===== src/sv/mct_pkg.sv =====
// Shared types, register codes and masks for the match/capture timer.
`default_nettype none

package mct_pkg;

    // Channel counts and counter width
    localparam int NUM_MATCH   = 4;
    localparam int NUM_CAPTURE = 2;
    localparam int COUNT_WIDTH = 32;

    // Bus data width and configuration port index width
    localparam int DATA_W  = 32;
    localparam int CFG_IDX_W = 2;

    // Register field masks, limited to the channels that exist
    localparam logic [5:0]  FLAG_MASK = 6'(((1 << NUM_MATCH) - 1) |
                                           (((1 << NUM_CAPTURE) - 1) << 4));
    localparam logic [11:0] MCR_MASK  = 12'((1 << (NUM_MATCH * 3)) - 1);
    localparam logic [11:0] EMR_MASK  = 12'(((1 << NUM_MATCH) - 1) |
                                            (((1 << (NUM_MATCH * 2)) - 1) << 4));
    localparam logic [3:0]  PIN_MASK  = 4'((1 << NUM_MATCH) - 1);

    // Transaction kinds
    typedef enum logic [1:0] {
        OP_TICK  = 2'd0,
        OP_WRITE = 2'd1,
        OP_READ  = 2'd2
    } mct_op_t;

    // Bus register indexes
    localparam logic [3:0] REG_IR     = 4'd0;
    localparam logic [3:0] REG_TCR    = 4'd1;
    localparam logic [3:0] REG_TC     = 4'd2;
    localparam logic [3:0] REG_PC     = 4'd3;
    localparam logic [3:0] REG_MCR    = 4'd4;
    localparam logic [3:0] REG_MATCH0 = 4'd5;
    localparam logic [3:0] REG_CAP0   = 4'd9;
    localparam logic [3:0] REG_EMR    = 4'd11;

    // Configuration register indexes
    localparam logic [CFG_IDX_W-1:0] CFG_PRESCALE    = 2'd0;
    localparam logic [CFG_IDX_W-1:0] CFG_COUNT_MODE  = 2'd1;
    localparam logic [CFG_IDX_W-1:0] CFG_COUNT_INPUT = 2'd2;

    // Count modes
    localparam logic [1:0] MODE_TIMER = 2'd0;
    localparam logic [1:0] MODE_RISE  = 2'd1;
    localparam logic [1:0] MODE_FALL  = 2'd2;
    localparam logic [1:0] MODE_BOTH  = 2'd3;

    // External match actions
    localparam logic [1:0] EM_NONE   = 2'd0;
    localparam logic [1:0] EM_CLEAR  = 2'd1;
    localparam logic [1:0] EM_SET    = 2'd2;
    localparam logic [1:0] EM_TOGGLE = 2'd3;

    // One bus or tick transaction
    typedef struct packed {
        mct_op_t         opcode;
        logic [3:0]      reg_index;
        logic [DATA_W-1:0] write_data;
        logic [1:0]      capture_pins;
    } mct_item_t;

    // One result
    typedef struct packed {
        logic [DATA_W-1:0] read_data;
        logic              irq;
        logic [3:0]        match_pins;
    } mct_result_t;

endpackage

`default_nettype wire


===== src/sv/match_capture_timer.sv =====
// Top level of the match/capture timer: stream ports, input and result registers.
//
// The timer takes one transaction per clock while results are taken (a tick,
// a register write or a register read) and returns exactly one result for
// each, in order. A transaction lands in the input register; the timer state
// is updated and the result computed as it moves on to the result register,
// which presents it on m_tdata. With m_tready held high the block sustains one
// transaction every cycle; a stalled result holds the input register, and
// s_tready drops only when both are full. Configuration writes (cfg_*) are
// always ready and must be issued only while no transaction is in flight.
`default_nettype none

module match_capture_timer
(
    input  wire logic        clk,
    input  wire logic        rst_n,
    // Configuration write channel
    input  wire logic        cfg_valid,
    output logic             cfg_ready,
    input  wire logic [mct_pkg::CFG_IDX_W-1:0] cfg_index,
    input  wire logic [mct_pkg::DATA_W-1:0]    cfg_data,
    // Transaction input
    input  wire logic        s_tvalid,
    output logic             s_tready,
    input  wire logic [39:0] s_tdata,   // reg_index[3:0], write_data[35:4],
                                        // capture_pins[37:36], zero[39:38]
    input  wire logic [1:0]  s_tuser,   // opcode[1:0]
    // Result output
    output logic             m_tvalid,
    input  wire logic        m_tready,
    output logic [39:0]      m_tdata    // read_data[31:0], irq[32],
                                        // match_pins[36:33], zero[39:37]
);
    import mct_pkg::*;

    logic        in_valid_reg;
    mct_item_t   in_item_reg;
    logic        out_valid_reg;
    mct_result_t out_result_reg;
    mct_result_t core_result;
    logic        advance;
    logic        s_accept;

    // Move a transaction into the result register when it has room
    assign advance   = in_valid_reg && (!out_valid_reg || m_tready);
    assign s_tready  = !in_valid_reg || advance;
    assign s_accept  = s_tvalid && s_tready;
    assign cfg_ready = 1'b1;

    // Input register
    always_ff @(posedge clk or negedge rst_n)
    begin
        if (!rst_n)
            in_valid_reg <= 1'b0;
        else if (s_tready)
            in_valid_reg <= s_tvalid;
    end

    always_ff @(posedge clk)
    begin
        if (s_accept)
        begin
            in_item_reg.opcode       <= mct_op_t'(s_tuser);
            in_item_reg.reg_index    <= s_tdata[3:0];
            in_item_reg.write_data   <= s_tdata[35:4];
            in_item_reg.capture_pins <= s_tdata[37:36];
        end
    end

    // Timer state and per-transaction update
    mct_core u_core
    (
        .clk       (clk),
        .rst_n     (rst_n),
        .cfg_we    (cfg_valid && cfg_ready),
        .cfg_index (cfg_index),
        .cfg_data  (cfg_data),
        .step_en   (advance),
        .item      (in_item_reg),
        .result    (core_result)
    );

    // Result register
    always_ff @(posedge clk or negedge rst_n)
    begin
        if (!rst_n)
            out_valid_reg <= 1'b0;
        else if (advance)
            out_valid_reg <= 1'b1;
        else if (m_tready)
            out_valid_reg <= 1'b0;
    end

    always_ff @(posedge clk)
    begin
        if (advance)
            out_result_reg <= core_result;
    end

    assign m_tvalid = out_valid_reg;
    assign m_tdata  = {3'b000, out_result_reg.match_pins, out_result_reg.irq,
                       out_result_reg.read_data};

endmodule

`default_nettype wire


===== src/sv/mct_core.sv =====
// Timer state, register file and the per-transaction state update.
`default_nettype none

module mct_core
(
    input  wire logic                          clk,
    input  wire logic                          rst_n,
    input  wire logic                          cfg_we,
    input  wire logic [mct_pkg::CFG_IDX_W-1:0] cfg_index,
    input  wire logic [mct_pkg::DATA_W-1:0]    cfg_data,
    input  wire logic                          step_en,
    input  wire mct_pkg::mct_item_t            item,
    output mct_pkg::mct_result_t               result
);
    import mct_pkg::*;

    // Configuration registers
    logic [DATA_W-1:0] prescale_reg;
    logic [1:0]        count_mode_reg;
    logic              count_input_reg;

    // Timer state
    logic [COUNT_WIDTH-1:0] count_reg,    count_next;
    logic [DATA_W-1:0]      pscount_reg,  pscount_next;
    logic                   run_reg,      run_next;
    logic [5:0]             flags_reg,    flags_next;
    logic [11:0]            mcr_reg,      mcr_next;
    logic [11:0]            emr_reg,      emr_next;
    logic [1:0]             pins_reg,     pins_next;
    logic [DATA_W-1:0]      match_reg   [NUM_MATCH];
    logic [DATA_W-1:0]      match_next  [NUM_MATCH];
    logic [DATA_W-1:0]      capture_reg [NUM_CAPTURE];
    logic [DATA_W-1:0]      capture_next[NUM_CAPTURE];

    // Configuration writes
    always_ff @(posedge clk or negedge rst_n)
    begin
        if (!rst_n)
        begin
            prescale_reg    <= '0;
            count_mode_reg  <= MODE_TIMER;
            count_input_reg <= 1'b0;
        end
        else if (cfg_we)
        begin
            case (cfg_index)
                CFG_PRESCALE:    prescale_reg    <= cfg_data;
                CFG_COUNT_MODE:  count_mode_reg  <= cfg_data[1:0];
                CFG_COUNT_INPUT: count_input_reg <= cfg_data[0];
                default:         ;
            endcase
        end
    end

    // Next state and result for the current transaction
    always_comb
    begin
        logic                   advance;
        logic                   prev_lvl;
        logic                   cur_lvl;
        logic                   rise;
        logic                   fall;
        logic                   do_reset;
        logic                   do_stop;
        logic [COUNT_WIDTH-1:0] count_inc;
        logic [2:0]             ctl;
        logic [1:0]             act;

        count_next   = count_reg;
        pscount_next = pscount_reg;
        run_next     = run_reg;
        flags_next   = flags_reg;
        mcr_next     = mcr_reg;
        emr_next     = emr_reg;
        pins_next    = pins_reg;
        match_next   = match_reg;
        capture_next = capture_reg;
        result       = '0;
        advance      = 1'b0;
        do_reset     = 1'b0;
        do_stop      = 1'b0;
        prev_lvl     = pins_reg[count_input_reg];
        cur_lvl      = item.capture_pins[count_input_reg];
        rise         = !prev_lvl && cur_lvl;
        fall         = prev_lvl && !cur_lvl;
        count_inc    = count_reg + 1'b1;
        ctl          = '0;
        act          = EM_NONE;

        case (item.opcode)
            OP_TICK:
            begin
                // Prescaler in timer mode, edge detect in counter mode
                if (run_reg)
                begin
                    if (count_mode_reg == MODE_TIMER)
                    begin
                        if (pscount_reg == prescale_reg)
                        begin
                            pscount_next = '0;
                            advance      = 1'b1;
                        end
                        else
                        begin
                            pscount_next = pscount_reg + 1'b1;
                        end
                    end
                    else
                    begin
                        advance = (count_mode_reg == MODE_RISE && rise) ||
                                  (count_mode_reg == MODE_FALL && fall) ||
                                  (count_mode_reg == MODE_BOTH && (rise || fall));
                    end
                end
                pins_next = item.capture_pins;

                // Advance and apply match actions
                if (advance)
                begin
                    count_next = count_inc;
                    for (int ch = 0; ch < NUM_MATCH; ch++)
                    begin
                        if (match_reg[ch] == DATA_W'(count_inc))
                        begin
                            ctl = mcr_reg[ch*3 +: 3];
                            act = emr_reg[ch*2 + 4 +: 2];
                            if (ctl[0])
                                flags_next[ch] = 1'b1;
                            if (ctl[1])
                                do_reset = 1'b1;
                            if (ctl[2])
                                do_stop = 1'b1;
                            case (act)
                                EM_CLEAR:  emr_next[ch] = 1'b0;
                                EM_SET:    emr_next[ch] = 1'b1;
                                EM_TOGGLE: emr_next[ch] = !emr_reg[ch];
                                default:   ;
                            endcase
                        end
                    end
                    if (do_reset)
                    begin
                        count_next   = '0;
                        pscount_next = '0;
                    end
                    if (do_stop)
                        run_next = 1'b0;
                end
            end

            OP_WRITE:
            begin
                case (item.reg_index)
                    REG_IR:  flags_next = flags_reg & ~item.write_data[5:0] & FLAG_MASK;
                    REG_TCR:
                    begin
                        run_next = item.write_data[0];
                        if (item.write_data[1])
                        begin
                            count_next   = '0;
                            pscount_next = '0;
                        end
                    end
                    REG_TC:  count_next   = item.write_data[COUNT_WIDTH-1:0];
                    REG_PC:  pscount_next = item.write_data;
                    REG_MCR: mcr_next     = item.write_data[11:0] & MCR_MASK;
                    REG_EMR: emr_next     = item.write_data[11:0] & EMR_MASK;
                    default: ;
                endcase
                for (int i = 0; i < NUM_MATCH; i++)
                begin
                    if (item.reg_index == REG_MATCH0 + 4'(i))
                        match_next[i] = item.write_data;
                end
                for (int i = 0; i < NUM_CAPTURE; i++)
                begin
                    if (item.reg_index == REG_CAP0 + 4'(i))
                        capture_next[i] = item.write_data;
                end
            end

            OP_READ:
            begin
                case (item.reg_index)
                    REG_IR:  result.read_data = DATA_W'(flags_reg);
                    REG_TCR: result.read_data = DATA_W'(run_reg);
                    REG_TC:  result.read_data = DATA_W'(count_reg);
                    REG_PC:  result.read_data = pscount_reg;
                    REG_MCR: result.read_data = DATA_W'(mcr_reg);
                    REG_EMR: result.read_data = DATA_W'(emr_reg);
                    default: ;
                endcase
                for (int i = 0; i < NUM_MATCH; i++)
                begin
                    if (item.reg_index == REG_MATCH0 + 4'(i))
                        result.read_data = match_reg[i];
                end
                for (int i = 0; i < NUM_CAPTURE; i++)
                begin
                    if (item.reg_index == REG_CAP0 + 4'(i))
                        result.read_data = capture_reg[i];
                end
            end

            default: ;
        endcase

        result.irq        = |(flags_next & FLAG_MASK);
        result.match_pins = emr_next[3:0] & PIN_MASK;
    end

    // State registers, updated once per processed transaction
    always_ff @(posedge clk or negedge rst_n)
    begin
        if (!rst_n)
        begin
            count_reg   <= '0;
            pscount_reg <= '0;
            run_reg     <= 1'b0;
            flags_reg   <= '0;
            mcr_reg     <= '0;
            emr_reg     <= '0;
            pins_reg    <= '0;
            for (int i = 0; i < NUM_MATCH; i++)
                match_reg[i] <= '0;
            for (int i = 0; i < NUM_CAPTURE; i++)
                capture_reg[i] <= '0;
        end
        else if (step_en)
        begin
            count_reg   <= count_next;
            pscount_reg <= pscount_next;
            run_reg     <= run_next;
            flags_reg   <= flags_next;
            mcr_reg     <= mcr_next;
            emr_reg     <= emr_next;
            pins_reg    <= pins_next;
            match_reg   <= match_next;
            capture_reg <= capture_next;
        end
    end

endmodule

`default_nettype wire


===== config.mk =====
export PLATFORM = sky130hd
export DESIGN_NAME = match_capture_timer
export DESIGN_NICKNAME = d
export VERILOG_FILES = /design/src/sv/mct_pkg.sv /design/src/sv/match_capture_timer.sv /design/src/sv/mct_core.sv
export SDC_FILE = /design/constraint.sdc
export NUM_CORES = 1
export LEC_CHECK = 0
export ABC_AREA = 1
export BUFFER_PORTS_ARGS = -buffer_cell sky130_fd_sc_hd__buf_4
export CORE_MARGIN = 3
export CORE_UTILIZATION = 40
export CTS_BUF_LIST = sky130_fd_sc_hd__clkbuf_4 sky130_fd_sc_hd__clkbuf_8 sky130_fd_sc_hd__clkbuf_16
export CTS_CLUSTER_DIAMETER = 40
export CTS_CLUSTER_SIZE = 30
export DETAILED_ROUTE_END_ITERATION = 10
export MAX_ROUTING_LAYER = met4
export PLACE_DENSITY_LB_ADDON = 0.12
export SLEW_MARGIN = 40
export SYNTH_ARGS = -nofsm -noshare
export SYNTH_HDL_FRONTEND = slang
export SYNTH_SLANG_ARGS = --single-unit
export TNS_END_PERCENT = 5

===== constraint.sdc =====
create_clock -name clk -period 2.75 [get_ports clk]
set_clock_uncertainty 0.05 [all_clocks]
set_input_delay 0.4125 -clock clk [delete_from_list [all_inputs] [get_ports clk]]
set_output_delay 0.4125 -clock clk [all_outputs]
set_load 0.005 [all_outputs]

==> results.toml <==
[sta]
holdWs_ps = 50.57
setup_viol = 78
setup_slack_ps = -511.9
min_period_over_period_pct = 118.6
hold_viol = 0
drv_slew = 0
setup_tns_ps = -32720
worst_slew_pin_slew_ps = 668.0
rsz0062_at_grt = "true"
period_needed_ps = 3262
slew_headroom_pct = 55.42
fmax_mhz = 306.6

[critical_path]
cpPeakStageDelay_ps = 360
cp.required_ps = 3200
path_class = "flip-flop to flip-flop"
reg2reg_from = "u_core.count_reg[0]"
worst-path-max-fanout = 13
startpoint_type = "flip-flop"
reg2regPathDepth = 22
timing.rr.end = "u_core.pscount_reg[25]"
crit_chain = "ha_2 -> nand2_4 -> nor2_4 -> buf_12 -> nand2_8 -> nor2_4 -> buf_6 -> nand3_4 -> buf_4 -> nand3_2 -> nand2_1 -> nor2_1 -> nand2_1 -> nor2_2 -> nand4_1 -> nand2_4 -> buf_4 -> o21ai_4 -> buf_12 -> buf_12 -> nand2_1 -> a21oi_1"
crit_family = "simple AND/OR/NAND/NOR gates"
worst_ep_arrival_time_ps = 3710
cp-end-kind = "flip-flop"
critical_path.slowest_cell = "dfrtp_1"
rrSetupSlack_ps = -510
path_buf_inv = 6

[yosys]
ys_seq_elements = 403
synth_top_area_cell = "dfrtp_1"
avgSynthCellArea_um2 = 7.469
synth.top_cell.area_share_pct = 36.12
ys_types = 50
synth_top_cells_by_area = "dfrtp_1 (36%), nand2_1 (17%), edfxtp_1 (10%), o21ai_0 (6.0%), inv_1 (4.6%)"
ys_seq_area_share_pct = 46.35
ys.warnings.count = 0
syn_inst = 3024
synth-main-ff-cell = "dfrtp_1"
synth_enable_flop_cells = 77
syn_area_um2 = 22590
async_flop_share_pct = 80.89

[die]
pin_count = 124
dieArea_um2 = 59350
die_x_um = 243.6
die_h_um = 243.6
initial_core_util_pct = 40.68
core_area_um2 = 55520
std_cell_rows = 86

[routing]
routedWlPerCell_um = 21.40
drtIter0Drc = 2066
firstDrtPassIters = 8
vias_per_cell = 5.338
wl_mm = 92.78
ant_nets = 0
vias = 23140
drc = 0

[finish]
final_common_cell = "nand2_1"
multi_input_area_um2 = 10920
nFillCells = 5243
seq_area_um2 = 10470
largest_register_ffs = 128
drive_gt1_share_pct = 21.86
fin_nets = 3602
syn_to_final_growth_pct = 37.05
mostFrequentLayoutCells = "nand2_1 (985), buf_4 (419), dfrtp_1 (326)"
n_antenna_cell = 0

[cts]
htreeDepth = 3
cts_tree = "yes"
cts-root-buf = "clkbuf_16"
clk_path_buf_depth = 3
clock_latency_ps = 620
clock_sinks = 403
clkTransAtPathRegs_ps = 60
cts_buffers = 82

[place]
hpwl_mm = 68.07
io_buffers = 117
gp_congestion = 1.006
dpl_worst_slack_ps = -815.0

[global_route]
grt_pass1_vias = 22870
antenna_found_initial = 1
track_usage_pct = 32.09
grt.overflow.total = 0
grt_pass1_wl_mm = 140.4
grt_max_degree = 78

[hold_path]
hold_end = "u_core.count_mode_reg[1]"
whs_path_depth = 3
hp-class = "input pin to flip-flop"
worstHoldStart = "cfg_data[1]"

[pwr]
leakage_nw = 14.83
vdd_drop_max_v = 0.0006859
power.density_nw_per_um2 = 989.5

[status]
status = "complete, but fails checks"
violations = "negative setup slack"

[job]
max-cap-violations = 0
what timing repair did:
item	4_1_cts	5_1_grt
pin swaps	11	28
resized for setup	46	76
hold buffers	74	0
hold endpoints to repair	118	0
buffers inserted	6	9
setup endpoints to repair	78	81
cloned	0	2
synthesized netlist by cell type (3+ instances only):
cell type,instances
a211oi_1,3
a21oi_1,124
a221oi_1,12
a22oi_1,9
a31oi_1,67
and2_1,6
buf_1,3
buf_4,7
buf_6,3
clkbuf_1,108
clkinv_1,6
dfrtp_1,326
edfxtp_1,77
ha_1,4
inv_1,279
inv_2,3
mux2_2,31
nand2_1,1023
nand2_2,16
nand3_1,166
nand3_2,5
nand3b_1,26
nand4_1,29
nor2_1,250
nor2_2,4
nor2_4,9
nor3_1,13
nor4_1,3
o211ai_1,3
o21a_1,4
o21ai_0,273
o21ai_1,4
o221ai_1,42
o22ai_1,12
o31ai_1,3
or2_0,3
or2_1,3
or2_2,7
xnor2_1,32
xor2_1,12
layout make-up:
type	instances	share of cell area, %
clock inverters	62	2.554
flip-flops and latches	403	33.82
inverters	288	3.500
repair buffers	531	14.70
multi-input cells	2211	35.28
well taps	748	3.023
clock buffers	92	7.122
report_power, final:
group	leakage (nW)	internal, mW	switching (mW)	total [mW]
Clock	1.44	6.82	3.84	10.7
Combinational	8.48	4.74	6.49	11.2
Sequential	4.91	7.42	1.31	8.73
worst register-to-register path, delay by kind of cell, from the launching register on:
kind	cells	cell delay, ps
DFF	1	360
AOI/OAI and AO/OA	2	120
and+or+nand+nor	13	1530
adders and majority gates	1	210
buffers and inverters	6	870
layer usage:
| metal | global-route usage (%) | vias to the layer above | routed length [um] |
|---|---|---|---|
| li1 | - | 10980 | - |
| met5 | - | - | 0 |
| met2 | 52.17 | 821 | 44080 |
| met3 | 4.028 | 220 | 4825 |
| met4 | 15.08 | 0 | 5153 |
| met1 | 40.03 | 11120 | 38720 |
per-stage QoR:
step,instance area [um2],total power [mW],std cells,utilization [%]
floorplan,22590,14.01,3026,-
global placement,26600,19.24,4087,47.91
detailed placement,26660,19.37,4090,48.01
CTS,30590,30.36,4324,55.09
global route,30960,32.32,4335,55.75
finish,30960,30.63,4335,55.75
worst max path at each step:
stage                          from                      to  depth (start not counted)
3_3_place_gp   u_core.count_reg[24]   u_core.pscount_reg[1]                         17
4_1_cts         u_core.count_reg[0]          u_core.run_reg                         22
6_report        u_core.count_reg[0]  u_core.pscount_reg[25]                         22
3_5_place_dp    u_core.count_reg[0]             m_tdata[33]                         22
5_1_grt         u_core.count_reg[1]   u_core.pscount_reg[6]                         23
2_1_floorplan   u_core.count_reg[1]             m_tdata[36]                         19
cell families after synthesis:
logic type | count (synthesis) | share of synthesized area, %
multiplexers | 31 | 1.546
flip-flops | 403 | 46.35
AND/OR/NAND/NOR | 1568 | 28.85
XOR/XNOR | 46 | 1.906
AO/OA/AOI/OAI | 558 | 14.01
other | 2 | 0.03325
buffers and inverters | 412 | 7.079
adder cells (fa/ha/maj) | 4 | 0.2216
Note: power is estimated with default switching activity, not from simulation.
